`src/hdl/clap_div.sv`:
```
// ----------------------------------------------------------------------------
// clap_div: bit-serial restoring divider
// Divides a 31-bit dividend by a 15-bit divisor, one quotient bit a cycle.
// The quotient is known to fit 16 bits, so 16 steps are enough.
// ----------------------------------------------------------------------------
`default_nettype none

module clap_div (
    input  wire logic        i_clk,
    input  wire logic        i_rst_n,
    input  wire logic        i_start,
    input  wire logic [30:0] i_dividend,
    input  wire logic [14:0] i_divisor,
    output logic             o_done,
    output logic [15:0]      o_quotient
);

    logic [14:0] r_rem;
    logic [15:0] r_quo;
    logic [4:0]  r_cnt;
    logic        r_busy;
    logic        r_done;

    logic [15:0] shifted;
    logic [16:0] diff;
    logic        ge;

    // one trial subtraction per cycle
    assign shifted = {r_rem, r_quo[15]};
    assign diff    = {1'b0, shifted} - {2'b00, i_divisor};
    assign ge      = ~diff[16];

    // control
    always_ff @(posedge i_clk) begin
        if (!i_rst_n) begin
            r_busy <= 1'b0;
            r_done <= 1'b0;
            r_cnt  <= '0;
        end else begin
            r_done <= 1'b0;
            if (i_start) begin
                r_busy <= 1'b1;
                r_cnt  <= 5'd16;
            end else if (r_busy) begin
                r_cnt <= r_cnt - 5'd1;
                if (r_cnt == 5'd1) begin
                    r_busy <= 1'b0;
                    r_done <= 1'b1;
                end
            end
        end
    end

    // datapath, dividend low bits shift out as quotient bits shift in
    always_ff @(posedge i_clk) begin
        if (i_start) begin
            r_rem <= i_dividend[30:16];
            r_quo <= i_dividend[15:0];
        end else if (r_busy) begin
            r_rem <= ge ? diff[14:0] : shifted[14:0];
            r_quo <= {r_quo[14:0], ge};
        end
    end

    assign o_done     = r_done;
    assign o_quotient = r_quo;

endmodule

`default_nettype wire

```
`config.mk`:
```
export PLATFORM = sky130hd
export DESIGN_NAME = clap_div
export DESIGN_NICKNAME = d
export VERILOG_FILES = /design/src/hdl/clap_div.sv
export SDC_FILE = /design/constraint.sdc
export NUM_CORES = 1
export LEC_CHECK = 0
export CORE_ASPECT_RATIO = 2
export CORE_UTILIZATION = 35
export CTS_CLUSTER_DIAMETER = 60
export DETAILED_ROUTE_END_ITERATION = 7
export DONT_BUFFER_PORTS = 1
export PLACE_DENSITY = 0.59
export RECOVER_POWER = 50
export SYNTH_ARGS = -nofsm -noshare
export SYNTH_HDL_FRONTEND = slang
export SYNTH_SLANG_ARGS = --single-unit
```
`constraint.sdc`:
```
create_clock -name i_clk -period 6 [get_ports i_clk]
set_input_delay 0.6 -clock i_clk [delete_from_list [all_inputs] [get_ports i_clk]]
set_output_delay 0.6 -clock i_clk [all_outputs]
set_load 0.02 [all_outputs]
```
# Word-level counts from Yosys, hierarchy flattened

Cells that the tools add are included.

Memories kept: 0
Word-level logic and storage cells: 26
Bits in latches: 0
Bits of input ports: 49
Bits in writable memories: 0
Output and inout bits: 17
ROM bits: 0
Bits in registers: 38

Multiply operators: 0
$add $sub $neg: 2
Bitwise gates (word level): 3
Equal/unequal tests: 1
Shift operators: 0
Reduce and logical (&&, ||, !) cells: 3
$lt $le $gt $ge: 0
Divide/modulo/power cells: 0
Muxes and demuxes: 11

Operator list:

| cell                | count |
|---|---|
| $mux 15             | 3 |
| $mux 16             | 2 |
| $sub 16x15->17      | 1 |
| $mux 5              | 2 |
| $eq 5x1->1 const B  | 1 |
| $sub 5x1->5 const B | 1 |
| $mux 1              | 4 |
| $not 1->1           | 3 |
| $reduce_or 3->1     | 1 |
| $reduce_bool 2->1   | 1 |
| $reduce_or 2->1     | 1 |

# Depth between registers and ports, before layout

Word-level depth: 4
Gate-level depth with buffers: 10
Mapped depth without buffers: 9

# Worst setup path before layout

No wires, ideal clock.

Kind: input-to-reg
Start: input port i_divisor[0]
End: register r_rem[12], data pin
Path slack: 3,523 ps
Arrival time: 2,221 ps
Stages on the path: 9
Data required time: 5,744 ps
Setup time: 256 ps
Cells stage by stage: ha_1 > fa_1 > nand2b_1 > a211oi_2 > o21ai_0 > o211ai_2 > buf_6 > o21ai_1 > a31o_2

Longest elaborated chain between the ends: 4

Ends and longest elaborated chain:

| element              | line | text |
|---|---|---|
| from (decl)          | 13   | `input wire logic [14:0] i_divisor,` |
| $sub 16x15->17       | 30   | `assign diff = {1'b0, shifted} - {2'b00, i_divisor};` |
| $mux 15              | 60   | `r_rem <= ge ? diff[14:0] : shifted[14:0];` |
| $mux 15              | 59   | `end else if (r_busy) begin` |
| $mux 15              | 56   | `if (i_start) begin` |
| to (signal assigned) | 57   | `r_rem <= i_dividend[30:16];` |
| to (signal assigned) | 60   |  |
| to (decl)            | 18   | `logic [14:0] r_rem;` |

Every way passes these cells. The select of a mux whose other input is x is not followed.
A chain may end at the register's enable or synchronous reset.

# Final worst setup path

Start: register r_quo[15], in the netlist o_quotient[15]
End: register r_rem[4], data pin

Longest elaborated chain between the ends: 4

Ends and longest elaborated chain:

| element                | line | text |
|---|---|---|
| from (decl)            | 19   | `logic [15:0] r_quo;` |
| from (signal assigned) | 58   | `r_quo <= i_dividend[15:0];` |
| from (signal assigned) | 61   | `r_quo <= {r_quo[14:0], ge};` |
| $sub 16x15->17         | 30   |  |
| $mux 15                | 60   |  |
| $mux 15                | 59   |  |
| $mux 15                | 56   |  |

Every way passes these cells. The select of a mux whose other input is x is not followed.

==> impl_results.md <==
- WL/cell: 16.3 um
- Ant. Diodes: 0
- CP max stage delay: around 500 ps
- Drt drc: 0
- Crit-path slowest cell: edfxtp_1
- Clk root buf: clkbuf_16
- Critical Path Stages: 9
- Post-route ant nets: 0
- Critical path class: flop to flop
- Initial Utilization: 35.8%
- CTS tree: yes
- MaxCap Viol Count: 1
- CTS resizes: 0
- Post-layout min period: roughly 2800 ps
- Post-Synth XOR/XNOR Area: ~4.4%
- DR vias/cell: between 5 and 6
- Area Overhead vs Synth: 10.0%
- Syn avg cell area: between 9 and 10 um2
- Synth unique cells: 50
- Fmax: approximately 360 MHz
- Die ar.: 0.00775 mm2
- Multiplexer share of the synthesized area: 10.5%
- Inserted Clock Buffers: 5
- Dpl cells: between 300 and 400
- DIE WIDTH: roughly 63 um
- IR drop worst, VDD: around 230 uV
- Syn_nets: approximately 330
- Req. time, crit path: 6000 ps
- Top delay family on crit path: compound AO/OA/AOI/OAI gates
- Asr flop ratio synth: 0%
- Register-to-register setup slack: roughly 3200 ps
- Main combinational cell family by area after synthesis: compound AO/OA/AOI/OAI gates
- Clk pin slew, worst setup/hold paths: roughly 60 ps
- Placement Cell Area: ~0.0027 mm2
- Ports: 66
- Dpl hpwl: 4340 um
- Worst Path Buf+Inv: 1
- Post-CTS Setup Inserts: 0
- Critical path peak fanout: 21
- DRT Wirelength: between 5000 and 6000 um
- Bufs on Longest Clock Path: 2
- DIE HEIGHT: roughly 120 um
- Fraction of layout instances using a drive strength above 1: between 10% and 20%
- Synth Register Bits: 38
- Final worst-path cycle share: about 47%
- Post-synth EDFFs: 31
- Finished Layout Cells: 351
- Leading area contributor after synthesis: edfxtp_1
- Clk_lat worst skew: 280 ps
- Routed vias: roughly 1900
- Port Buf Inserts: 0
- Worst rel slew slack: -14.5%
- Synth Instances: 260
- Final setup viols: 0
- Crit path to: r_rem[4]$_DFFE_PP_
- Compound-Gate Fraction of Synth Area: around 16%
- Cts hold-fix bufs: 0
- Row cnt: 44
- Net count reported at finish: roughly 330
- Worst setup EP type: flop
- Tightest Pin Transition: ~1700 ps
- Final Skew: 6.34 ps
- Status: finished, violations left
- Reg2Reg Launch Point: o_quotient[15]$_DFFE_PP_
- Iter 0 DRT Violations: slightly above 100
- Post-Syn Area: between 0.002 and 0.003 mm2
- Critical-path cell list: inv_1 -> ha_1 -> fa_1 -> nand2b_1 -> a211oi_2 -> o21ai_0 -> o211ai_2 -> mux2i_1 -> a21oi_1
- Max-slew violation count: 32
- First-pass iteration count of the detailed router: 4
- Final Wtd Congestion: between 0.8 and 0.9
- YS warnings: 0
- Count leader, synth: edfxtp_1
- RSZ-0062 raised after global routing: no
- Worst Path Arrival: around 2800 ps
- CP startpoint: o_quotient[15]$_DFFE_PP_
- Failing checks: capacitance limit, slew limit
- Number of global-route vias before repair: about 1900
- Post-synthesis sequential area ratio: about two fifths
- Largest net degree at the start of global routing: 32
- CORE AREA: 0.00721 mm2
- Startpoint Class: flop
- First-pass GRT wire length: between 8000 and 9000 um
- Total grt overflow: 0
- Synth Area in Simple Gates: between 10% and 20%
- R2R Path End: r_rem[4]$_DFFE_PP_
- Post-synth top cells: edfxtp_1 (31), inv_1 (23), nor2_1 (21), a21oi_1 (20), nand2_1 (20)
- Main synth FF type: edfxtp_1
- Initial antenna violation count: 0
- Power per Cell Area: about 380 mW/mm2
- Fillers: between 700 and 800
- Post-synth top area share: between 30% and 40%
- Worst R2R Path Depth: 9
- All-Layer GR Usage: 15.3%
- CTS H-tree depth: 2
- Final Cell Area: roughly 0.0028 mm2
- HP Class: input port to flop
- Fin util: between 30 and 40%
- Setup TNS: 0 ps
- Synth top area cells: edfxtp_1 (36%), ha_1 (8.2%), mux2_2 (7.0%), dfxtp_1 (5.4%), a21oi_1 (3.9%)
- Post-Synth Adder-Cell Area: under 10%
- # clock sinks: 38
- Leakage: ~1.1 nW
- Fin. Hold Viols: 0
==> stage by stage <==
step / hold slack [ps] / setup slack, ps / power [mW]
finish: 450 / 3190 / 1.07
CTS: 449 / 3200 / 1.08
floorplan: 468 / 3520 / 0.668
global route: 446 / 2950 / 1.14
global placement: 480 / 3100 / 0.729
detailed placement: 487 / 3050 / 0.731
==> layout by cell type, fill, tap and decap left out, drive strengths merged, types with 2 or more instances in the layout <==
cell	Yosys	layout
nor3	8	8
nor2	21	21
bufinv	0	2
a211oi	5	5
nand2	20	20
a31o	2	2
mux2i	9	9
a21o	6	6
xnor2	9	9
dfxtp	7	7
a21oi	20	20
mux2	16	16
edfxtp	31	31
and2	2	2
xor2	4	4
o221ai	2	2
nor2b	4	4
ha	17	17
clkbuf	3	6
inv	24	24
nand3	3	3
o21ai	8	8
nand2b	6	6
nand4	2	2
o211ai	4	4
nand3b	2	2
a311oi	2	2
==> worst min path at each step <==
| stage | slack, ps | to | cells after the start | from |
|---|---|---|---|---|
| 2_1_floorplan | 470 | r_cnt[1]$_SDFFE_PP0P_ | 2 | r_cnt[1]$_SDFFE_PP0P_ |
| 3_3_place_gp | 480 | r_cnt[1]$_SDFFE_PP0P_ | 2 | r_cnt[1]$_SDFFE_PP0P_ |
| 3_5_place_dp | 490 | r_cnt[1]$_SDFFE_PP0P_ | 2 | r_cnt[1]$_SDFFE_PP0P_ |
| 4_1_cts | 450 | r_busy$_SDFF_PN0_ | 1 | i_rst_n |
| 5_1_grt | 450 | r_busy$_SDFF_PN0_ | 1 | i_rst_n |
| 6_report | 450 | r_busy$_SDFF_PN0_ | 1 | i_rst_n |
==> worst register-to-register path: stages (launching register included) <==
cell      delay, ps
edfxtp_1        490
inv_1            80
ha_1            210
fa_1            400
nand2b_1        200
a211oi_2        220
o21ai_0         120
o211ai_2        410
mux2i_1         300
a21oi_1          90
==> sequential cells by signal, summed over array words and instances (netlist names) <==
register and flops:
r_rem 15, o_quotient 16, r_busy 1, r_cnt 5, o_done 1
==> power breakdown <==
part / total (mW) / leakage, nW / switching (mW) / internal, mW
clock network: 0.346 / 0.0940 / 0.107 / 0.239
registers: 0.381 / 0.368 / 0.0408 / 0.340
logic: 0.344 / 0.686 / 0.193 / 0.151
total: 1.07 / 1.15 / 0.341 / 0.730
==> final cells by class <==
class	instances	area (um2)	share of cell area, %
clock inverters	3	68.8	2.42
multi-input cells	188	1370	48.2
clock buffers	5	125	4.40
well taps	92	115	4.05
flip-flops and latches	38	1070	37.7
repair buffers	1	3.75	0.132
inverters	24	90.1	3.17
==> routing by layer <==
| metal | GRT usage (%) | wire length (um) | up-vias |
|---|---|---|---|
| li1 | - | - | 937 |
| met3 | 2.77 | 202 | 10 |
| met4 | 6.69 | 146 | 0 |
| met5 | 0 | 0 | - |
| met1 | 13.9 | 2000 | 899 |
| met2 | 31.7 | 3360 | 49 |
==> cell families after synthesis <==
| logic type | after synthesis |
|---|---|
| and+or+nand+nor | 72 |
| muxes | 25 |
| xor gates and xnor gates | 13 |
| adders and majority gates | 18 |
| DFF | 38 |
| AOI/OAI and AO/OA | 60 |
| buffers and inverters | 34 |
Note: power is estimated with default switching activity, not from simulation.
