## src/hdl/clap_pkg.sv

```systemverilog
// ----------------------------------------------------------------------------
// clap_pkg: shared definitions for the comment lane allocator
// Register map, kind and status codes, reset values and the walk token type.
// ----------------------------------------------------------------------------
`default_nettype none

package clap_pkg;

    // default number of scrolling row cells
    localparam int unsigned MAX_ROWS_DEF = 64;

    // register indexes (byte address = 4 * index)
    localparam logic [2:0] REG_SCREEN_WIDTH  = 3'd0;
    localparam logic [2:0] REG_SCREEN_HEIGHT = 3'd1;
    localparam logic [2:0] REG_FONT_SIZE     = 3'd2;
    localparam logic [2:0] REG_ROW_COUNT     = 3'd3;
    localparam logic [2:0] REG_SCROLL_DUR    = 3'd4;
    localparam logic [2:0] REG_STILL_DUR     = 3'd5;
    localparam logic [2:0] REG_DISALLOW      = 3'd6;

    // register reset values
    localparam logic [11:0] RST_SCREEN_WIDTH  = 12'd1920;
    localparam logic [11:0] RST_SCREEN_HEIGHT = 12'd1080;
    localparam logic [7:0]  RST_FONT_SIZE     = 8'd25;
    localparam logic [6:0]  RST_ROW_COUNT     = 7'd43;
    localparam logic [15:0] RST_SCROLL_DUR    = 16'd5000;
    localparam logic [15:0] RST_STILL_DUR     = 16'd5000;
    localparam logic [2:0]  RST_DISALLOW      = 3'd0;

    // disallow mask bits
    localparam int unsigned DIS_TOP    = 0;
    localparam int unsigned DIS_BOTTOM = 1;
    localparam int unsigned DIS_SCROLL = 2;

    // comment kinds (below KIND_BOTTOM means scrolling)
    localparam logic [2:0] KIND_BOTTOM = 3'd4;
    localparam logic [2:0] KIND_TOP    = 3'd5;

    // longest accepted comment
    localparam logic [7:0] MAX_CHARS = 8'd100;

    // result status codes
    localparam logic [1:0] ST_PLACED   = 2'd0;
    localparam logic [1:0] ST_DROPPED  = 2'd1;
    localparam logic [1:0] ST_DISALLOW = 2'd2;
    localparam logic [1:0] ST_REJECTED = 2'd3;

    // search token that walks down the row cells
    typedef struct packed {
        logic       valid;
        logic       found;
        logic [7:0] row;
    } t_token;

endpackage

`default_nettype wire

```

## src/hdl/clap_row_cell.sv

```systemverilog
// ----------------------------------------------------------------------------
// clap_row_cell: one scrolling row
// Holds the row's free and clear times and checks the passing search token.
// The first free enabled row claims the comment and marks the token found.
// ----------------------------------------------------------------------------
`default_nettype none

module clap_row_cell #(
    parameter int unsigned CELL_IDX = 0
) (
    input  wire logic            i_clk,
    input  wire logic            i_rst_n,
    input  wire clap_pkg::t_token i_tok,
    output clap_pkg::t_token      o_tok,
    input  wire logic [32:0]     i_border,
    input  wire logic [31:0]     i_time,
    input  wire logic [31:0]     i_free_new,
    input  wire logic [31:0]     i_clear_new,
    input  wire logic [6:0]      i_row_count
);

    localparam logic [7:0] IDX = 8'(CELL_IDX);

    logic [31:0]      r_free;
    logic [31:0]      r_clear;
    clap_pkg::t_token r_tok;

    logic en;
    logic hit;

    // row is searched only below the configured row count
    assign en  = IDX < {1'b0, i_row_count};
    assign hit = i_tok.valid && !i_tok.found && en
                 && (i_border > {1'b0, r_free}) && (i_time > r_clear);

    // row times
    always_ff @(posedge i_clk) begin
        if (!i_rst_n) begin
            r_free  <= '0;
            r_clear <= '0;
        end else if (hit) begin
            r_free  <= i_free_new;
            r_clear <= i_clear_new;
        end
    end

    // token handed to the next cell
    always_ff @(posedge i_clk) begin
        if (!i_rst_n) begin
            r_tok <= '0;
        end else begin
            r_tok.valid <= i_tok.valid;
            r_tok.found <= i_tok.found | hit;
            r_tok.row   <= hit ? IDX : i_tok.row;
        end
    end

    assign o_tok = r_tok;

endmodule

`default_nettype wire

```

## config.mk

```make
export PLATFORM = sky130hd
export DESIGN_NAME = clap_row_cell
export DESIGN_NICKNAME = d
export VERILOG_FILES = /design/src/hdl/clap_pkg.sv /design/src/hdl/clap_row_cell.sv
export SDC_FILE = /design/constraint.sdc
export NUM_CORES = 1
export LEC_CHECK = 0
export ABC_AREA = 0
export BUFFER_PORTS_ARGS = -buffer_cell sky130_fd_sc_hd__buf_2
export CORE_UTILIZATION = 50
export CTS_CLUSTER_DIAMETER = 50
export DETAILED_ROUTE_END_ITERATION = 12
export PLACE_DENSITY = 0.8
export SLEW_MARGIN = 20
export SYNTH_ARGS = -nofsm -noshare
export SYNTH_HDL_FRONTEND = slang
export SYNTH_SLANG_ARGS = --single-unit
```

## constraint.sdc

```tcl
create_clock -name i_clk -period 8.5 [get_ports i_clk]
set_input_delay 2.125 -clock i_clk [delete_from_list [all_inputs] [get_ports i_clk]]
set_output_delay 2.125 -clock i_clk [all_outputs]
set_load 0.1 [all_outputs]
```

## Word-level counts from Yosys, hierarchy flattened

Index checks and enable logic that the tools add are counted.

| word-level totals | value |
|---|---|
| flip-flop bits (word level) | 74 |
| input bits | 148 |
| output and inout port bits | 10 |
| word-level logic and storage cells | 16 |

| operators by class | value |
|---|---|
| order comparisons | 3 |
| bitwise operators | 2 |
| reductions and logical operators | 6 |

Operator list:

| operator | count |
|---|---|
| > comparator 33 x 32 -> 1 bit | 1 |
| > comparator 32 bit | 1 |
| less-than comparator 1 x 7 -> 1 bit (first input constant) | 1 |
| logical AND 1 bit | 4 |
| OR reduction 2 bit | 1 |
| logical NOT 1 bit | 1 |
| inverter 1 bit | 1 |
| OR 1 bit | 1 |

## Depth between registers and ports, before layout

Gate-level depths: netlist of the first run.

| depth | value |
|---|---|
| word-level depth | 6 |
| gate-level depth with buffers | 11 |

## Worst setup path after synthesis of the first run

OpenSTA, ideal clock, no wires.

| path | value |
|---|---|
| kind | input -> register |
| start | in i_border[31] |
| end | reg r_tok (netlist bit o_tok[2]) |
| arrival time | 4.518 ns |
| required time | 8.384 ns |
| slack | 3.867 ns |
| stages on the path | 10 |
| path buffers | 2 |
| path through | ha_1 nand4_1 or4b_1 or4_1 a31oi_1 a211oi_1 nor4_1 buf_4 buf_6 and3b_1 |

| on the way | value |
|---|---|
| longest elaborated chain between the ends | 4 |

RTL lines:

| what | line | text |
|---|---|---|
| start, declared | clap_row_cell.sv:15 | `input wire logic [32:0] i_border,` |
| > comparator 33 x 32 -> 1 bit | clap_row_cell.sv:34 | `&& (i_border > {1'b0, r_free}) && (i_time > r_clear);` |
| logical AND 1 bit (2 in series) | clap_row_cell.sv:34 |  |
| OR reduction 2 bit (no source line) | - |  |
| end, declared | clap_row_cell.sv:26 | `clap_pkg::t_token r_tok;` |

Every way passes these cells.
A chain may end at the register's enable or synchronous reset.

## Worst setup path after layout of the first run

| path | value |
|---|---|
| start | in i_border[29] |
| end | reg r_free[16] |

| on the way | value |
|---|---|
| longest elaborated chain between the ends | 3 |

RTL lines:

| what | line | text |
|---|---|---|
| > comparator 33 x 32 -> 1 bit | clap_row_cell.sv:34 |  |
| logical AND 1 bit (2 in series) | clap_row_cell.sv:34 |  |
| end signal, assigned | clap_row_cell.sv:42 | `r_free <= i_free_new;` |
| end, declared | clap_row_cell.sv:24 | `logic [31:0] r_free;` |

Every way passes these cells.

==> results of run 1 <==
metal layers:
metal | track usage, % | share of wire (%)
met1 | 24.9 | 41
met2 | 38.7 | 49
met3 | 4.15 | 5.7
met4 | 11.9 | 3.5
met5 | 0 | 0
registers in the layout (all words and copies together), names as in the netlist:
name / cells
r_free: 32
r_clear: 32
o_tok: 10
power by group through the flow:
stage / logic, mW / clock network, mW / registers (mW)
final: 0.178 / 0.278 / 0.372
after global placement: 0.172 / 0 / 0.379
after floorplan: 0.0998 / 0 / 0.400
after global routing: 0.202 / 0.300 / 0.374
after CTS: 0.180 / 0.284 / 0.372
after detailed placement: 0.179 / 0 / 0.380
cells by family after synthesis:
logic type | after synthesis
buf+inv | 92
simple gates | 184
fa+ha+maj | 64
mux | 64
compound gates | 54
flops | 74
final cells by class:
| class | instances | area (um2) |
|---|---|---|
| Fill cell | 771 | 3200 |
| Multi-Input combinational cell | 366 | 2590 |
| Sequential cell | 74 | 1480 |
| Timing Repair Buffer | 160 | 811 |
| Inverter | 69 | 259 |
| Clock buffer | 11 | 151 |
| Tap cell | 108 | 135 |
| Clock inverter | 5 | 52.6 |
| Antenna cell | 1 | 2.50 |
worst min-delay path: stages (launching register included):
cell and delay [ns]:
dfxtp_1 0.31, nand2_1 0.05, mux2i_1 0.05
cell usage in the layout, fill, tap and decap left out, types with 8 or more instances in the layout:
master,n
o21ai_0,10
and3b_1,8
dfxtp_1,74
clkbuf_8,11
nand4_1,9
inv_1,69
mux2i_1,64
nand2_1,141
ha_1,64
buf_2,156
a21oi_1,21
metrics by stage:
stage | cell area, um2 | utilization [%] | power, mW
after floorplan | 4470 | - | 0.499
after global placement | 5280 | 60.8 | 0.551
after detailed placement | 5280 | 60.8 | 0.560
after CTS | 5480 | 63.1 | 0.837
after global routing | 5480 | 63.1 | 0.877
final | 5480 | 63.2 | 0.828
path summary, 6_finish.rpt:
path                           startpoint  cells past startpoint                      end  slack (ns)
hold reg to reg    r_free[8]$_SDFFE_PN0P_                      2   r_free[8]$_SDFFE_PN0P_        0.46
setup / recovery             i_border[29]                     10  r_free[16]$_SDFFE_PN0P_        3.42
hold / removal     r_free[8]$_SDFFE_PN0P_                      2   r_free[8]$_SDFFE_PN0P_        0.46
setup reg to reg  r_free[29]$_SDFFE_PN0P_                     10  r_free[16]$_SDFFE_PN0P_        4.90
==> impl_results.html, run 1 <==
<table>
<tr><th>Metric</th><th>Value</th></tr>
<tr><th colspan="2">Routing</th></tr>
<tr><td>Final wirelength</td><td>10.0 mm</td></tr>
<tr><td>Final antenna-violating net count</td><td>0</td></tr>
<tr><td>Drt initial violations</td><td>between 80 and 90</td></tr>
<tr><td>DR WL/cell</td><td>approximately 13 um</td></tr>
<tr><td>Drt first pass iters</td><td>4</td></tr>
<tr><td>Vias after detailed routing</td><td>4017</td></tr>
<tr><td>DRC violation count after routing</td><td>0</td></tr>
<tr><td>Post-DR vias/cell</td><td>5.06</td></tr>
<tr><th colspan="2">Logic synthesis</th></tr>
<tr><td>Cell variety after synth</td><td>35</td></tr>
<tr><td>Share of synthesized flip-flops with an asynchronous set or reset</td><td>0%</td></tr>
<tr><td>Commonest cells post-synth</td><td>nand2_1 (141), dfxtp_1 (74), inv_1 (69), ha_1 (64), mux2i_1 (64)</td></tr>
<tr><td>Library cell with the highest instance count after synthesis</td><td>nand2_1</td></tr>
<tr><td>Total of warnings raised by yosys</td><td>0</td></tr>
<tr><td>Yosys top cell by area</td><td>dfxtp_1</td></tr>
<tr><td>Number of synthesized flops with an enable pin</td><td>0</td></tr>
<tr><td>Netlist area before placement</td><td>between 4000 and 5000 um2</td></tr>
<tr><td>Combinational family with the most area after synthesis</td><td>simple AND/OR/NAND/NOR gates</td></tr>
<tr><td>Mean area per synthesized cell</td><td>8.39 um2</td></tr>
<tr><td>Gate count after technology mapping</td><td>532</td></tr>
<tr><td>Area fraction in compound gates after synthesis</td><td>7.48%</td></tr>
<tr><td>Fraction of the mapped netlist area in simple logic gates</td><td>18.1%</td></tr>
<tr><td>Post-Synth Adder-Cell Area</td><td>17.9%</td></tr>
<tr><td>Flip-flop cell with the highest count after synthesis</td><td>dfxtp_1</td></tr>
<tr><td>Xor and xnor area share after synthesis</td><td>0%</td></tr>
<tr><td>Mux share of post-synthesis cell area</td><td>roughly 14%</td></tr>
<tr><td>Part of the Yosys area used for sequential elements</td><td>33.2%</td></tr>
<tr><td>Area share of the leading cell type in the synthesized netlist</td><td>33.2%</td></tr>
<tr><td>Net count after synthesis</td><td>744</td></tr>
<tr><td>Post-synthesis register bit count</td><td>74</td></tr>
<tr><td>Top post-synthesis cells by area</td><td>dfxtp_1 (33%), ha_1 (18%), mux2i_1 (14%), nand2_1 (12%), inv_1 (5.8%)</td></tr>
<tr><th colspan="2">Clock tree</th></tr>
<tr><td># resized after CTS</td><td>0</td></tr>
<tr><td># Post-CTS Setup Buffers</td><td>0</td></tr>
<tr><td>Clk Tree Root Cell</td><td>clkbuf_8</td></tr>
<tr><td>CTS clock-pin slew for the worst setup and hold paths</td><td>0.07 ns</td></tr>
<tr><td>Clock latency reported for the late side of the worst-skew pair</td><td>0.34 ns</td></tr>
<tr><td>Clock buffer depth</td><td>2</td></tr>
<tr><td>TritonCTS clock tree</td><td>done</td></tr>
<tr><td>H-tree depth</td><td>3</td></tr>
<tr><td>Hold bufs inserted after CTS</td><td>0</td></tr>
<tr><td>Number of buffers created by CTS</td><td>9</td></tr>
<tr><td>Sinks on the clock net</td><td>between 70 and 80</td></tr>
<tr><th colspan="2">STA</th></tr>
<tr><td>Worst setup slack after layout</td><td>3.42 ns</td></tr>
<tr><td>Total negative slack for setup checks</td><td>0 ns</td></tr>
<tr><td>Unrepaired setup endpoints after global routing</td><td>no</td></tr>
<tr><td>Final-report max-slew violation count</td><td>0</td></tr>
<tr><td>Final setup violation count</td><td>0</td></tr>
<tr><td>Slew headroom</td><td>48.3%</td></tr>
<tr><td>Final number of hold-violating endpoints</td><td>0</td></tr>
<tr><td>Share of the clock period used by the worst path</td><td>59.8%</td></tr>
<tr><td>Worst Tran Pin Value</td><td>0.776 ns</td></tr>
<tr><td>Post-layout min period</td><td>5.08 ns</td></tr>
<tr><td>Maximum clock rate</td><td>0.197 GHz</td></tr>
<tr><td>Worst clock skew</td><td>approximately 0.01 ns</td></tr>
<tr><td>Worst Hold Margin</td><td>0.458 ns</td></tr>
<tr><th colspan="2">Critical path</th></tr>
<tr><td>CP top delay family</td><td>simple AND/OR/NAND/NOR gates</td></tr>
<tr><td>CP Buf/Inv Count</td><td>2</td></tr>
<tr><td>Critical Path End Type</td><td>register</td></tr>
<tr><td>Cells traversed along the worst timing path</td><td>buf_2 &gt; ha_1 &gt; nand4_1 &gt; or4b_1 &gt; or4_1 &gt; a31oi_1 &gt; a211oi_1 &gt; nor4_2 &gt; buf_4 &gt; mux2i_1</td></tr>
<tr><td>Stage delay of the slowest cell on the critical path</td><td>0.69 ns</td></tr>
<tr><td>Worst path required time</td><td>8.76 ns</td></tr>
<tr><td>Startpoint type of the worst setup path</td><td>input pin</td></tr>
<tr><td>Maximum fanout encountered on the critical timing path</td><td>49</td></tr>
<tr><td>Crit Path Class</td><td>input pin to register</td></tr>
<tr><td>Critical path arrival</td><td>~5.3 ns</td></tr>
<tr><td>Slowest cell on the critical path</td><td>buf_4</td></tr>
<tr><th colspan="2">Cells and area</th></tr>
<tr><td>Share of cells above drive strength 1</td><td>25.8%</td></tr>
<tr><td>Area growth from synthesis to layout</td><td>22.8%</td></tr>
<tr><td>Final nets</td><td>slightly below 900</td></tr>
<tr><td>Filler-free cell count of the finished design</td><td>794</td></tr>
<tr><th colspan="2">Floorplanning</th></tr>
<tr><td>Total core area</td><td>8680 um2</td></tr>
<tr><td>Die Outline Area</td><td>9310 um2</td></tr>
<tr><td>I/O pin count</td><td>~160</td></tr>
<tr><td>Core Rows</td><td>34</td></tr>
<tr><td>Y dimension of the die</td><td>roughly 97 um</td></tr>
<tr><td>Initial Util</td><td>51.5%</td></tr>
<tr><td>Die X</td><td>96.5 um</td></tr>
<tr><th colspan="2">Place</th></tr>
<tr><td>Post-place setup slack</td><td>3.07 ns</td></tr>
<tr><td>GPL Wtd Cong</td><td>0.821</td></tr>
<tr><td>Port-buffer cells</td><td>157</td></tr>
<tr><td>Number of placed cells counting well taps</td><td>777</td></tr>
<tr><td>Final HPWL from detailed placement</td><td>roughly 8 mm</td></tr>
<tr><th colspan="2">Power and ir drop</th></tr>
<tr><td>Net Sw Power</td><td>0.236 mW</td></tr>
<tr><td>Leakage component of the power</td><td>~2.5 nW</td></tr>
<tr><td>Worst vdd rail ir drop</td><td>approximately 0.000084 V</td></tr>
<tr><td>Switching share of power</td><td>28.5%</td></tr>
<tr><td>Combinational share of power</td><td>~22%</td></tr>
<tr><td>Total power density per cell area</td><td>151 nW/um2</td></tr>
<tr><td>Part of the power in the clock network</td><td>33.5%</td></tr>
<tr><td>Internal power of the cells</td><td>0.592 mW</td></tr>
<tr><td>Seq pwr share</td><td>between 40% and 50%</td></tr>
<tr><th colspan="2">Global routing</th></tr>
<tr><td>First-pass GRT wire length</td><td>around 16 mm</td></tr>
<tr><td>Leftover overflow at the end of global routing</td><td>0</td></tr>
<tr><td>Maximum number of pins on one net before global-route repair</td><td>80</td></tr>
<tr><td>Number of global-route vias before repair</td><td>3844</td></tr>
<tr><td>Tot GR Track Use</td><td>21.9%</td></tr>
<tr><td>Antenna violations before repair</td><td>1</td></tr>
<tr><th colspan="2">Min path</th></tr>
<tr><td>Worst hold path class</td><td>register to register</td></tr>
<tr><th colspan="2">Status</th></tr>
<tr><td>Status</td><td>complete, no violations</td></tr>
<tr><th colspan="2">Job</th></tr>
<tr><td>Count of max-cap constraint violations</td><td>0</td></tr>
</table>
Power figures use the tool's default switching activity.
==> inputs of run 2 (changes only) <==
Clock period 8.5 ns to 5.15 ns, I/O delays scaled along.
==> run 2 against run 1 <==
Compared with the run above:
- via count decreased by 1.8%
- routed wire length decreased by 2.8%
- hold slack got worse by 0.0027 ns
- clock skew about the same
- design area increased by 0.43%
- largest power group unchanged
- total power increased by 65%
- register-to-register slack got worse by 3.1 ns
- sequential cell count unchanged
- sequential power increased by 65%
- highest routed layer unchanged
==> impl_results.html, run 2 (synthesis gave the netlist of run 1 again) <==
<table>
<tr><th>Metric</th><th>Value</th></tr>
<tr><th colspan="2">Status</th></tr>
<tr><td>Status</td><td>complete, no violations (unchanged)</td></tr>
<tr><th colspan="2">Clock tree</th></tr>
<tr><td>CTS clock-pin slew for the worst setup and hold paths</td><td>0.07 ns (about the same)</td></tr>
<tr><td># resized after CTS</td><td>0 (unchanged)</td></tr>
<tr><td>Sinks on the clock net</td><td>74 (unchanged)</td></tr>
<tr><td>Clock buffer depth</td><td>2 (unchanged)</td></tr>
<tr><td># Post-CTS Setup Buffers</td><td>0 (unchanged)</td></tr>
<tr><td>TritonCTS clock tree</td><td>done (unchanged)</td></tr>
<tr><td>Hold bufs inserted after CTS</td><td>0 (unchanged)</td></tr>
<tr><td>Clk Tree Root Cell</td><td>clkbuf_8 (unchanged)</td></tr>
<tr><td>Clock latency reported for the late side of the worst-skew pair</td><td>0.34 ns (about the same)</td></tr>
<tr><td>Number of buffers created by CTS</td><td>9 (unchanged)</td></tr>
<tr><td>H-tree depth</td><td>3 (unchanged)</td></tr>
<tr><th colspan="2">Cells and area</th></tr>
<tr><td>Final nets</td><td>892 (unchanged)</td></tr>
<tr><td>Leading cell type in the layout, fill and taps excluded</td><td>buf_2 (unchanged)</td></tr>
<tr><td>Share of cells above drive strength 1</td><td>25.7% (was 25.8%)</td></tr>
<tr><td>Filler-free cell count of the finished design</td><td>793 (was 794)</td></tr>
<tr><td>Number of diodes</td><td>0 (was 1)</td></tr>
<tr><td>Area growth from synthesis to layout</td><td>23.3% (was 22.8%)</td></tr>
<tr><td>Most used cells in the layout excluding fill and tap cells</td><td>buf_2 (156), nand2_1 (141), dfxtp_1 (74), inv_1 (69) (unchanged)</td></tr>
<tr><th colspan="2">Floorplanning</th></tr>
<tr><td>Die Outline Area</td><td>9310 um2 (unchanged)</td></tr>
<tr><td>I/O pin count</td><td>158 (unchanged)</td></tr>
<tr><td>Initial Util</td><td>51.5% (unchanged)</td></tr>
<tr><td>Total core area</td><td>8680 um2 (unchanged)</td></tr>
<tr><td>Y dimension of the die</td><td>96.5 um (unchanged)</td></tr>
<tr><td>Core Rows</td><td>34 (unchanged)</td></tr>
<tr><td>Die X</td><td>96.5 um (unchanged)</td></tr>
<tr><th colspan="2">STA</th></tr>
<tr><td>Unrepaired setup endpoints after global routing</td><td>no (unchanged)</td></tr>
<tr><td>Worst Tran Pin Value</td><td>0.931 ns (was 0.776 ns)</td></tr>
<tr><td>Slew headroom</td><td>37.9% (was 48.3%)</td></tr>
<tr><td>Worst clock skew</td><td>0.0103 ns (was 0.0100 ns)</td></tr>
<tr><td>Final-report max-slew violation count</td><td>0 (unchanged)</td></tr>
<tr><td>Post-layout min period</td><td>3.99 ns</td></tr>
<tr><td>Final number of hold-violating endpoints</td><td>0 (unchanged)</td></tr>
<tr><td>Total negative slack for setup checks</td><td>0 ns (unchanged)</td></tr>
<tr><td>Maximum clock rate</td><td>~0.25 GHz</td></tr>
<tr><td>Final setup violation count</td><td>0 (unchanged)</td></tr>
<tr><td>Share of the clock period used by the worst path</td><td>approximately 78%</td></tr>
<tr><th colspan="2">Routing</th></tr>
<tr><td>DR WL/cell</td><td>12.3 um (was 12.6 um)</td></tr>
<tr><td>Vias after detailed routing</td><td>3946 (was 4017)</td></tr>
<tr><td>Final antenna-violating net count</td><td>0 (unchanged)</td></tr>
<tr><td>Post-DR vias/cell</td><td>4.98 (was 5.06)</td></tr>
<tr><td>Drt initial violations</td><td>77 (was 81)</td></tr>
<tr><td>Drt first pass iters</td><td>4 (unchanged)</td></tr>
<tr><td>DRC violation count after routing</td><td>0 (unchanged)</td></tr>
<tr><td>Final wirelength</td><td>9.72 mm (was 10.0 mm)</td></tr>
<tr><th colspan="2">Job</th></tr>
<tr><td>Count of max-cap constraint violations</td><td>0 (unchanged)</td></tr>
<tr><th colspan="2">Power and ir drop</th></tr>
<tr><td>Total power density per cell area</td><td>249 nW/um2 (was 151 nW/um2)</td></tr>
<tr><td>Leakage component of the power</td><td>2.49 nW (about the same)</td></tr>
<tr><td>Worst vdd rail ir drop</td><td>0.000137 V (was 0.0000841 V)</td></tr>
<tr><th colspan="2">Min path</th></tr>
<tr><td>Worst hold path class</td><td>register to register (unchanged)</td></tr>
<tr><th colspan="2">Global routing</th></tr>
<tr><td>Number of global-route vias before repair</td><td>3733 (was 3844)</td></tr>
<tr><td>Maximum number of pins on one net before global-route repair</td><td>103 (was 80)</td></tr>
<tr><td>Tot GR Track Use</td><td>21.0% (was 21.9%)</td></tr>
<tr><td>Leftover overflow at the end of global routing</td><td>0 (unchanged)</td></tr>
<tr><td>First-pass GRT wire length</td><td>15.1 mm (was 15.9 mm)</td></tr>
<tr><td>Antenna violations before repair</td><td>1 (unchanged)</td></tr>
<tr><th colspan="2">Critical path</th></tr>
<tr><td>Maximum fanout encountered on the critical timing path</td><td>43 (was 49)</td></tr>
<tr><td>Startpoint type of the worst setup path</td><td>input pin (unchanged)</td></tr>
<tr><td>Crit Path Class</td><td>input pin to register (unchanged)</td></tr>
<tr><td>Worst path required time</td><td>5.39 ns (was 8.76 ns)</td></tr>
<tr><td>Critical Path End Type</td><td>register (unchanged)</td></tr>
<tr><td>Critical path arrival</td><td>4.23 ns (was 5.34 ns)</td></tr>
<tr><th colspan="2">Place</th></tr>
<tr><td>Final HPWL from detailed placement</td><td>7.71 mm (was 8.03 mm)</td></tr>
<tr><td>Number of placed cells counting well taps</td><td>777 (unchanged)</td></tr>
<tr><td>GPL Wtd Cong</td><td>0.818 (was 0.821)</td></tr>
<tr><td>Port-buffer cells</td><td>157 (unchanged)</td></tr>
</table>
-- run 2: area by class of cell --
type	count	area, um2
repair buffers	160	836
flip-flops and latches	74	1480
inverters	69	259
multi-input cells	366	2590
clock buffers	12	155
clock inverters	4	50.0
well taps	108	135
fillers	771	3170
-- run 2: metal layers --
metal	wire length, um	GRT usage, %	up-vias
li1	-	-	2061
met1	4210	23.0	1755
met2	4700	38.0	109
met3	532	4.30	21
met4	281	10.5	0
met5	0	0	-
-- run 2: per-stage QoR --
| stage | cell area (um2) | worst slack [ns] | hold slack [ns] | utilization (%) | total power, mW |
|---|---|---|---|---|---|
| 2_1_floorplan | 4470 | 1.35 | 0.435 | - | 0.824 |
| 3_3_place_gp | 5300 | 0.875 | 0.442 | 61.1 | 0.911 |
| 3_5_place_dp | 5300 | 0.801 | 0.447 | 61.1 | 0.923 |
| 4_1_cts | 5510 | 1.16 | 0.459 | 63.4 | 1.38 |
| 5_1_grt | 5510 | 0.963 | 0.470 | 63.4 | 1.45 |
| 6_report | 5510 | 1.16 | 0.455 | 63.4 | 1.37 |
-- run 2: worst paths after layout --
check	startpoint	endpoint	slack (ns)	cells after the start
setup reg to reg	r_free[30]$_SDFFE_PN0P_	o_tok[1]$_SDFF_PP0_	1.83	10
setup / recovery	i_border[31]	o_tok[1]$_SDFF_PP0_	1.16	10
hold reg to reg	r_free[8]$_SDFFE_PN0P_	r_free[8]$_SDFFE_PN0P_	0.46	2
hold / removal	r_free[8]$_SDFFE_PN0P_	r_free[8]$_SDFFE_PN0P_	0.46	2
-- run 2: where the power goes --
part | leakage (nW) | internal [mW] | switching, mW | total, mW
sequential | 0.604 | 0.601 | 0.0127 | 0.614
combinational | 1.78 | 0.130 | 0.164 | 0.294
clock | 0.0986 | 0.250 | 0.212 | 0.461
total | 2.49 | 0.981 | 0.388 | 1.37
-- run 2: worst max-delay path, cell delays in order --
cell and delay, ns:
buf_2 0.10, ha_1 0.28, nand4_1 0.11, or4b_1 0.53, or4_1 0.56, a31oi_1 0.18, a211oi_1 0.08, nor4_2 0.51
buf_12 0.35, and3b_1 0.21
==> inputs of run 3 (changes only) <==
Settings changed: CORE_UTILIZATION 50 to 46, PLACE_DENSITY 0.8 to 0.78.
Clock period 5.15 ns to 3.3 ns, I/O delays scaled along.
==> run 3 against run 2 <==
Compared with the run above:
- sequential cell count is the same
- routed wire length rose by 5.0%
- critical path type unchanged
- hold slack gained 0.0054 ns
- clock-buffer cell count stayed put
- register-to-register slack worse by 1.5 ns
- first-iteration DRC count down 7.8%
- combinational power increased by 65%
- clock power up 57%
- sequential share of layout area down 0.89 points
- total power up 58%
- highest routed layer unchanged
- non-clock buffer count is 11 higher
- critical path depth increased by 2
==> impl_results.html, run 3 (synthesis gave the netlist of run 1 again) <==
<table>
<tr><th>Metric</th><th>Value</th></tr>
<tr><th colspan="2">Place</th></tr>
<tr><td>GPL Wtd Cong</td><td>0.805 (was 0.818)</td></tr>
<tr><td>Final HPWL from detailed placement</td><td>8.24 mm (was 7.71 mm)</td></tr>
<tr><td>Port-buffer cells</td><td>157 (unchanged)</td></tr>
<tr><th colspan="2">Cells and area</th></tr>
<tr><td>Final nets</td><td>903 (was 892)</td></tr>
<tr><td>Area growth from synthesis to layout</td><td>27.5% (was 23.3%)</td></tr>
<tr><td>Number of diodes</td><td>0 (unchanged)</td></tr>
<tr><td>Share of cells above drive strength 1</td><td>27.2% (was 25.7%)</td></tr>
<tr><td>Number of filler instances in the final layout</td><td>829 (was 771)</td></tr>
<tr><td>Most used cells in the layout excluding fill and tap cells</td><td>buf_2 (156), nand2_1 (141), dfxtp_1 (74), inv_1 (69) (unchanged)</td></tr>
<tr><td>Final cell utilization of the core</td><td>61.0% (was 63.4%)</td></tr>
<tr><td>Leading cell type in the layout, fill and taps excluded</td><td>buf_2 (unchanged)</td></tr>
<tr><th colspan="2">Routing</th></tr>
<tr><td>Drt initial violations</td><td>71 (was 77)</td></tr>
<tr><td>Final antenna-violating net count</td><td>0 (unchanged)</td></tr>
<tr><td>Final wirelength</td><td>10.2 mm (was 9.72 mm)</td></tr>
<tr><td>Vias after detailed routing</td><td>3995 (was 3946)</td></tr>
<tr><td>Drt first pass iters</td><td>4 (unchanged)</td></tr>
<tr><td>DRC violation count after routing</td><td>0 (unchanged)</td></tr>
<tr><td>DR WL/cell</td><td>12.4 um (was 12.3 um)</td></tr>
<tr><td>Post-DR vias/cell</td><td>4.84 (was 4.98)</td></tr>
<tr><th colspan="2">Critical path</th></tr>
<tr><td>Maximum fanout encountered on the critical timing path</td><td>8 (was 43)</td></tr>
<tr><td>Cell depth of the worst flop-to-flop path</td><td>12 (was 10)</td></tr>
<tr><td>Startpoint type of the worst setup path</td><td>input pin (unchanged)</td></tr>
<tr><td>Worst r2r dst</td><td>r_free[18]$_SDFFE_PN0P_ (was o_tok[1]$_SDFF_PP0_)</td></tr>
<tr><td>Slowest cell on the critical path</td><td>or4b_1 (was or4_1)</td></tr>
<tr><td>Startpoint of the lowest-slack register-to-register path</td><td>r_free[29]$_SDFFE_PN0P_ (was r_free[30]$_SDFFE_PN0P_)</td></tr>
<tr><td>Critical path arrival</td><td>3.41 ns (was 4.23 ns)</td></tr>
<tr><td>Worst path required time</td><td>3.57 ns (was 5.39 ns)</td></tr>
<tr><td>Most common cell on crit path</td><td>buf_4</td></tr>
<tr><td>Crit Path Class</td><td>input pin to register (unchanged)</td></tr>
<tr><td>R2R setup slack</td><td>0.38 ns (was 1.83 ns)</td></tr>
<tr><td>Cells traversed along the worst timing path</td><td>buf_2 &gt; ha_1 &gt; nand4_1 &gt; or4b_1 &gt; or4_4 &gt; a31oi_2 &gt; a211oi_1 &gt; nor4_2 &gt; buf_4 &gt; buf_8 &gt; buf_4 &gt; mux2i_1 (was buf_2 &gt; ha_1 &gt; nand4_1 &gt; or4b_1 &gt; or4_1 &gt; a31oi_1 &gt; a211oi_1 &gt; nor4_2 &gt; buf_12 &gt; and3b_1)</td></tr>
<tr><td>Critical Path End Type</td><td>register (unchanged)</td></tr>
<tr><td>Stage delay of the slowest cell on the critical path</td><td>0.54 ns (was 0.56 ns)</td></tr>
<tr><th colspan="2">STA</th></tr>
<tr><td>Share of the clock period used by the worst path</td><td>95.2%</td></tr>
<tr><td>Maximum clock rate</td><td>roughly 0.32 GHz</td></tr>
<tr><td>Worst Tran Pin Value</td><td>0.640 ns (was 0.931 ns)</td></tr>
<tr><td>Final setup violation count</td><td>0 (unchanged)</td></tr>
<tr><td>Post-layout min period</td><td>3.14 ns</td></tr>
<tr><td>Unrepaired setup endpoints after global routing</td><td>no (unchanged)</td></tr>
<tr><td>Final-report max-slew violation count</td><td>0 (unchanged)</td></tr>
<tr><td>Worst clock skew</td><td>0.0121 ns (was 0.0103 ns)</td></tr>
<tr><td>Total negative slack for setup checks</td><td>0 ns (unchanged)</td></tr>
<tr><td>Slew headroom</td><td>57.3% (was 37.9%)</td></tr>
<tr><td>Final number of hold-violating endpoints</td><td>0 (unchanged)</td></tr>
<tr><th colspan="2">Clock tree</th></tr>
<tr><td>Clk Tree Root Cell</td><td>clkbuf_8 (unchanged)</td></tr>
<tr><td>H-tree depth</td><td>3 (unchanged)</td></tr>
<tr><td>Number of buffers created by CTS</td><td>9 (unchanged)</td></tr>
<tr><td>CTS clock-pin slew for the worst setup and hold paths</td><td>0.08 ns (was 0.07 ns)</td></tr>
<tr><td>Clock buffer depth</td><td>2 (unchanged)</td></tr>
<tr><td>TritonCTS clock tree</td><td>done (unchanged)</td></tr>
<tr><td>Clock latency reported for the late side of the worst-skew pair</td><td>0.33 ns (was 0.34 ns)</td></tr>
<tr><td>Sinks on the clock net</td><td>74 (unchanged)</td></tr>
<tr><th colspan="2">Power and ir drop</th></tr>
<tr><td>Leakage component of the power</td><td>2.57 nW (was 2.49 nW)</td></tr>
<tr><td>Worst vdd rail ir drop</td><td>0.000220 V (was 0.000137 V)</td></tr>
<tr><td>Total power density per cell area</td><td>381 nW/um2 (was 249 nW/um2)</td></tr>
<tr><th colspan="2">Floorplanning</th></tr>
<tr><td>Die X</td><td>101 um (was 96.5 um)</td></tr>
<tr><td>Total core area</td><td>9330 um2 (was 8680 um2)</td></tr>
<tr><td>I/O pin count</td><td>158 (unchanged)</td></tr>
<tr><td>Core Rows</td><td>35 (was 34)</td></tr>
<tr><td>Initial Util</td><td>47.9% (was 51.5%)</td></tr>
<tr><td>Y dimension of the die</td><td>101 um (was 96.5 um)</td></tr>
<tr><td>Die Outline Area</td><td>10100 um2 (was 9310 um2)</td></tr>
<tr><th colspan="2">Global routing</th></tr>
<tr><td>Tot GR Track Use</td><td>20.8% (was 21.0%)</td></tr>
<tr><td>Antenna violations before repair</td><td>0 (was 1)</td></tr>
<tr><td>Leftover overflow at the end of global routing</td><td>0 (unchanged)</td></tr>
<tr><td>Number of global-route vias before repair</td><td>4005 (was 3733)</td></tr>
<tr><td>First-pass GRT wire length</td><td>16.6 mm (was 15.1 mm)</td></tr>
<tr><td>Maximum number of pins on one net before global-route repair</td><td>71 (was 103)</td></tr>
<tr><th colspan="2">Min path</th></tr>
<tr><td>Hold Path Stages</td><td>2 (unchanged)</td></tr>
<tr><td>Worst hold path class</td><td>register to register (unchanged)</td></tr>
<tr><td>Min-Delay Startpoint</td><td>r_clear[25]$_SDFFE_PN0P_ (was r_free[8]$_SDFFE_PN0P_)</td></tr>
<tr><td>Worst Hold End</td><td>r_clear[25]$_SDFFE_PN0P_ (was r_free[8]$_SDFFE_PN0P_)</td></tr>
<tr><th colspan="2">Job</th></tr>
<tr><td>Count of max-cap constraint violations</td><td>0 (unchanged)</td></tr>
<tr><th colspan="2">Status</th></tr>
<tr><td>Status</td><td>complete, no violations (unchanged)</td></tr>
</table>
[run 3: changes by cell type in the layout (fill, tap and decap cells not counted), sizes merged]
cell    previous run  this run
buf              160       169
clkbuf            12        14
[run 3: where the power goes]
group / internal, mW / switching [mW] / leakage (nW)
combinational: 0.222 / 0.264 / 1.87
clock: 0.390 / 0.334 / 0.0986
sequential: 0.938 / 0.0204 / 0.604
[run 3: how the worst max path moves through the flow]
stage                            start                      end  slack, ns
final                     i_border[29]  r_free[18]$_SDFFE_PN0P_       0.16
after global routing      i_border[29]   r_free[0]$_SDFFE_PN0P_       0.01
after CTS                 i_border[29]   r_free[7]$_SDFFE_PN0P_       0.05
after detailed placement  i_border[29]   r_free[9]$_SDFFE_PN0P_      -0.31
after global placement    i_border[29]      o_tok[2]$_SDFF_PP0_      -0.17
after floorplan           i_border[31]      o_tok[2]$_SDFF_PP0_       0.12
[run 3: routing by layer]
layer,routed length (um),GRT usage (%)
met5,0,0
met4,217,8.58
met3,432,3.61
met2,5070,37.1
met1,4490,24.6
[run 3: cell type report]
type / instances / area (um2) / share of cell area, %
clock buffer: 12 / 155 / 2.72
clock inverter: 4 / 50.0 / 0.879
inverter: 69 / 259 / 4.55
multi-input combinational: 366 / 2600 / 45.6
sequential: 74 / 1480 / 26.0
tap: 129 / 161 / 2.83
timing repair buffer: 171 / 988 / 17.4
[run 3: repair_timing]
action,CTS,global route
gates resized for setup,0,8
setup buffers,0,1
endpoints found under the setup margin,0,73
endpoints found under the hold margin,0,0
hold buffers,0,0
[run 3: stage by stage]
| step | setup slack [ns] | std cells | total power, mW | hold slack, ns | cell area, um2 |
|---|---|---|---|---|---|
| floorplan | 0.120 | 532 | 1.29 | 0.435 | 4470 |
| global placement | -0.171 | 806 | 1.43 | 0.442 | 5400 |
| detailed placement | -0.314 | 806 | 1.45 | 0.447 | 5400 |
| CTS | 0.0456 | 822 | 2.18 | 0.461 | 5600 |
| global route | 0.0141 | 825 | 2.30 | 0.478 | 5690 |
| finish | 0.157 | 825 | 2.17 | 0.461 | 5690 |
[run 3: critical path, delay by kind of cell]
kind	cells	cell delay (ns)
and+or+nand+nor	4	1.24
buffers and inverters	4	0.62
adders and majority gates	1	0.30
AOI/OAI and AO/OA	2	0.23
muxes	1	0.19
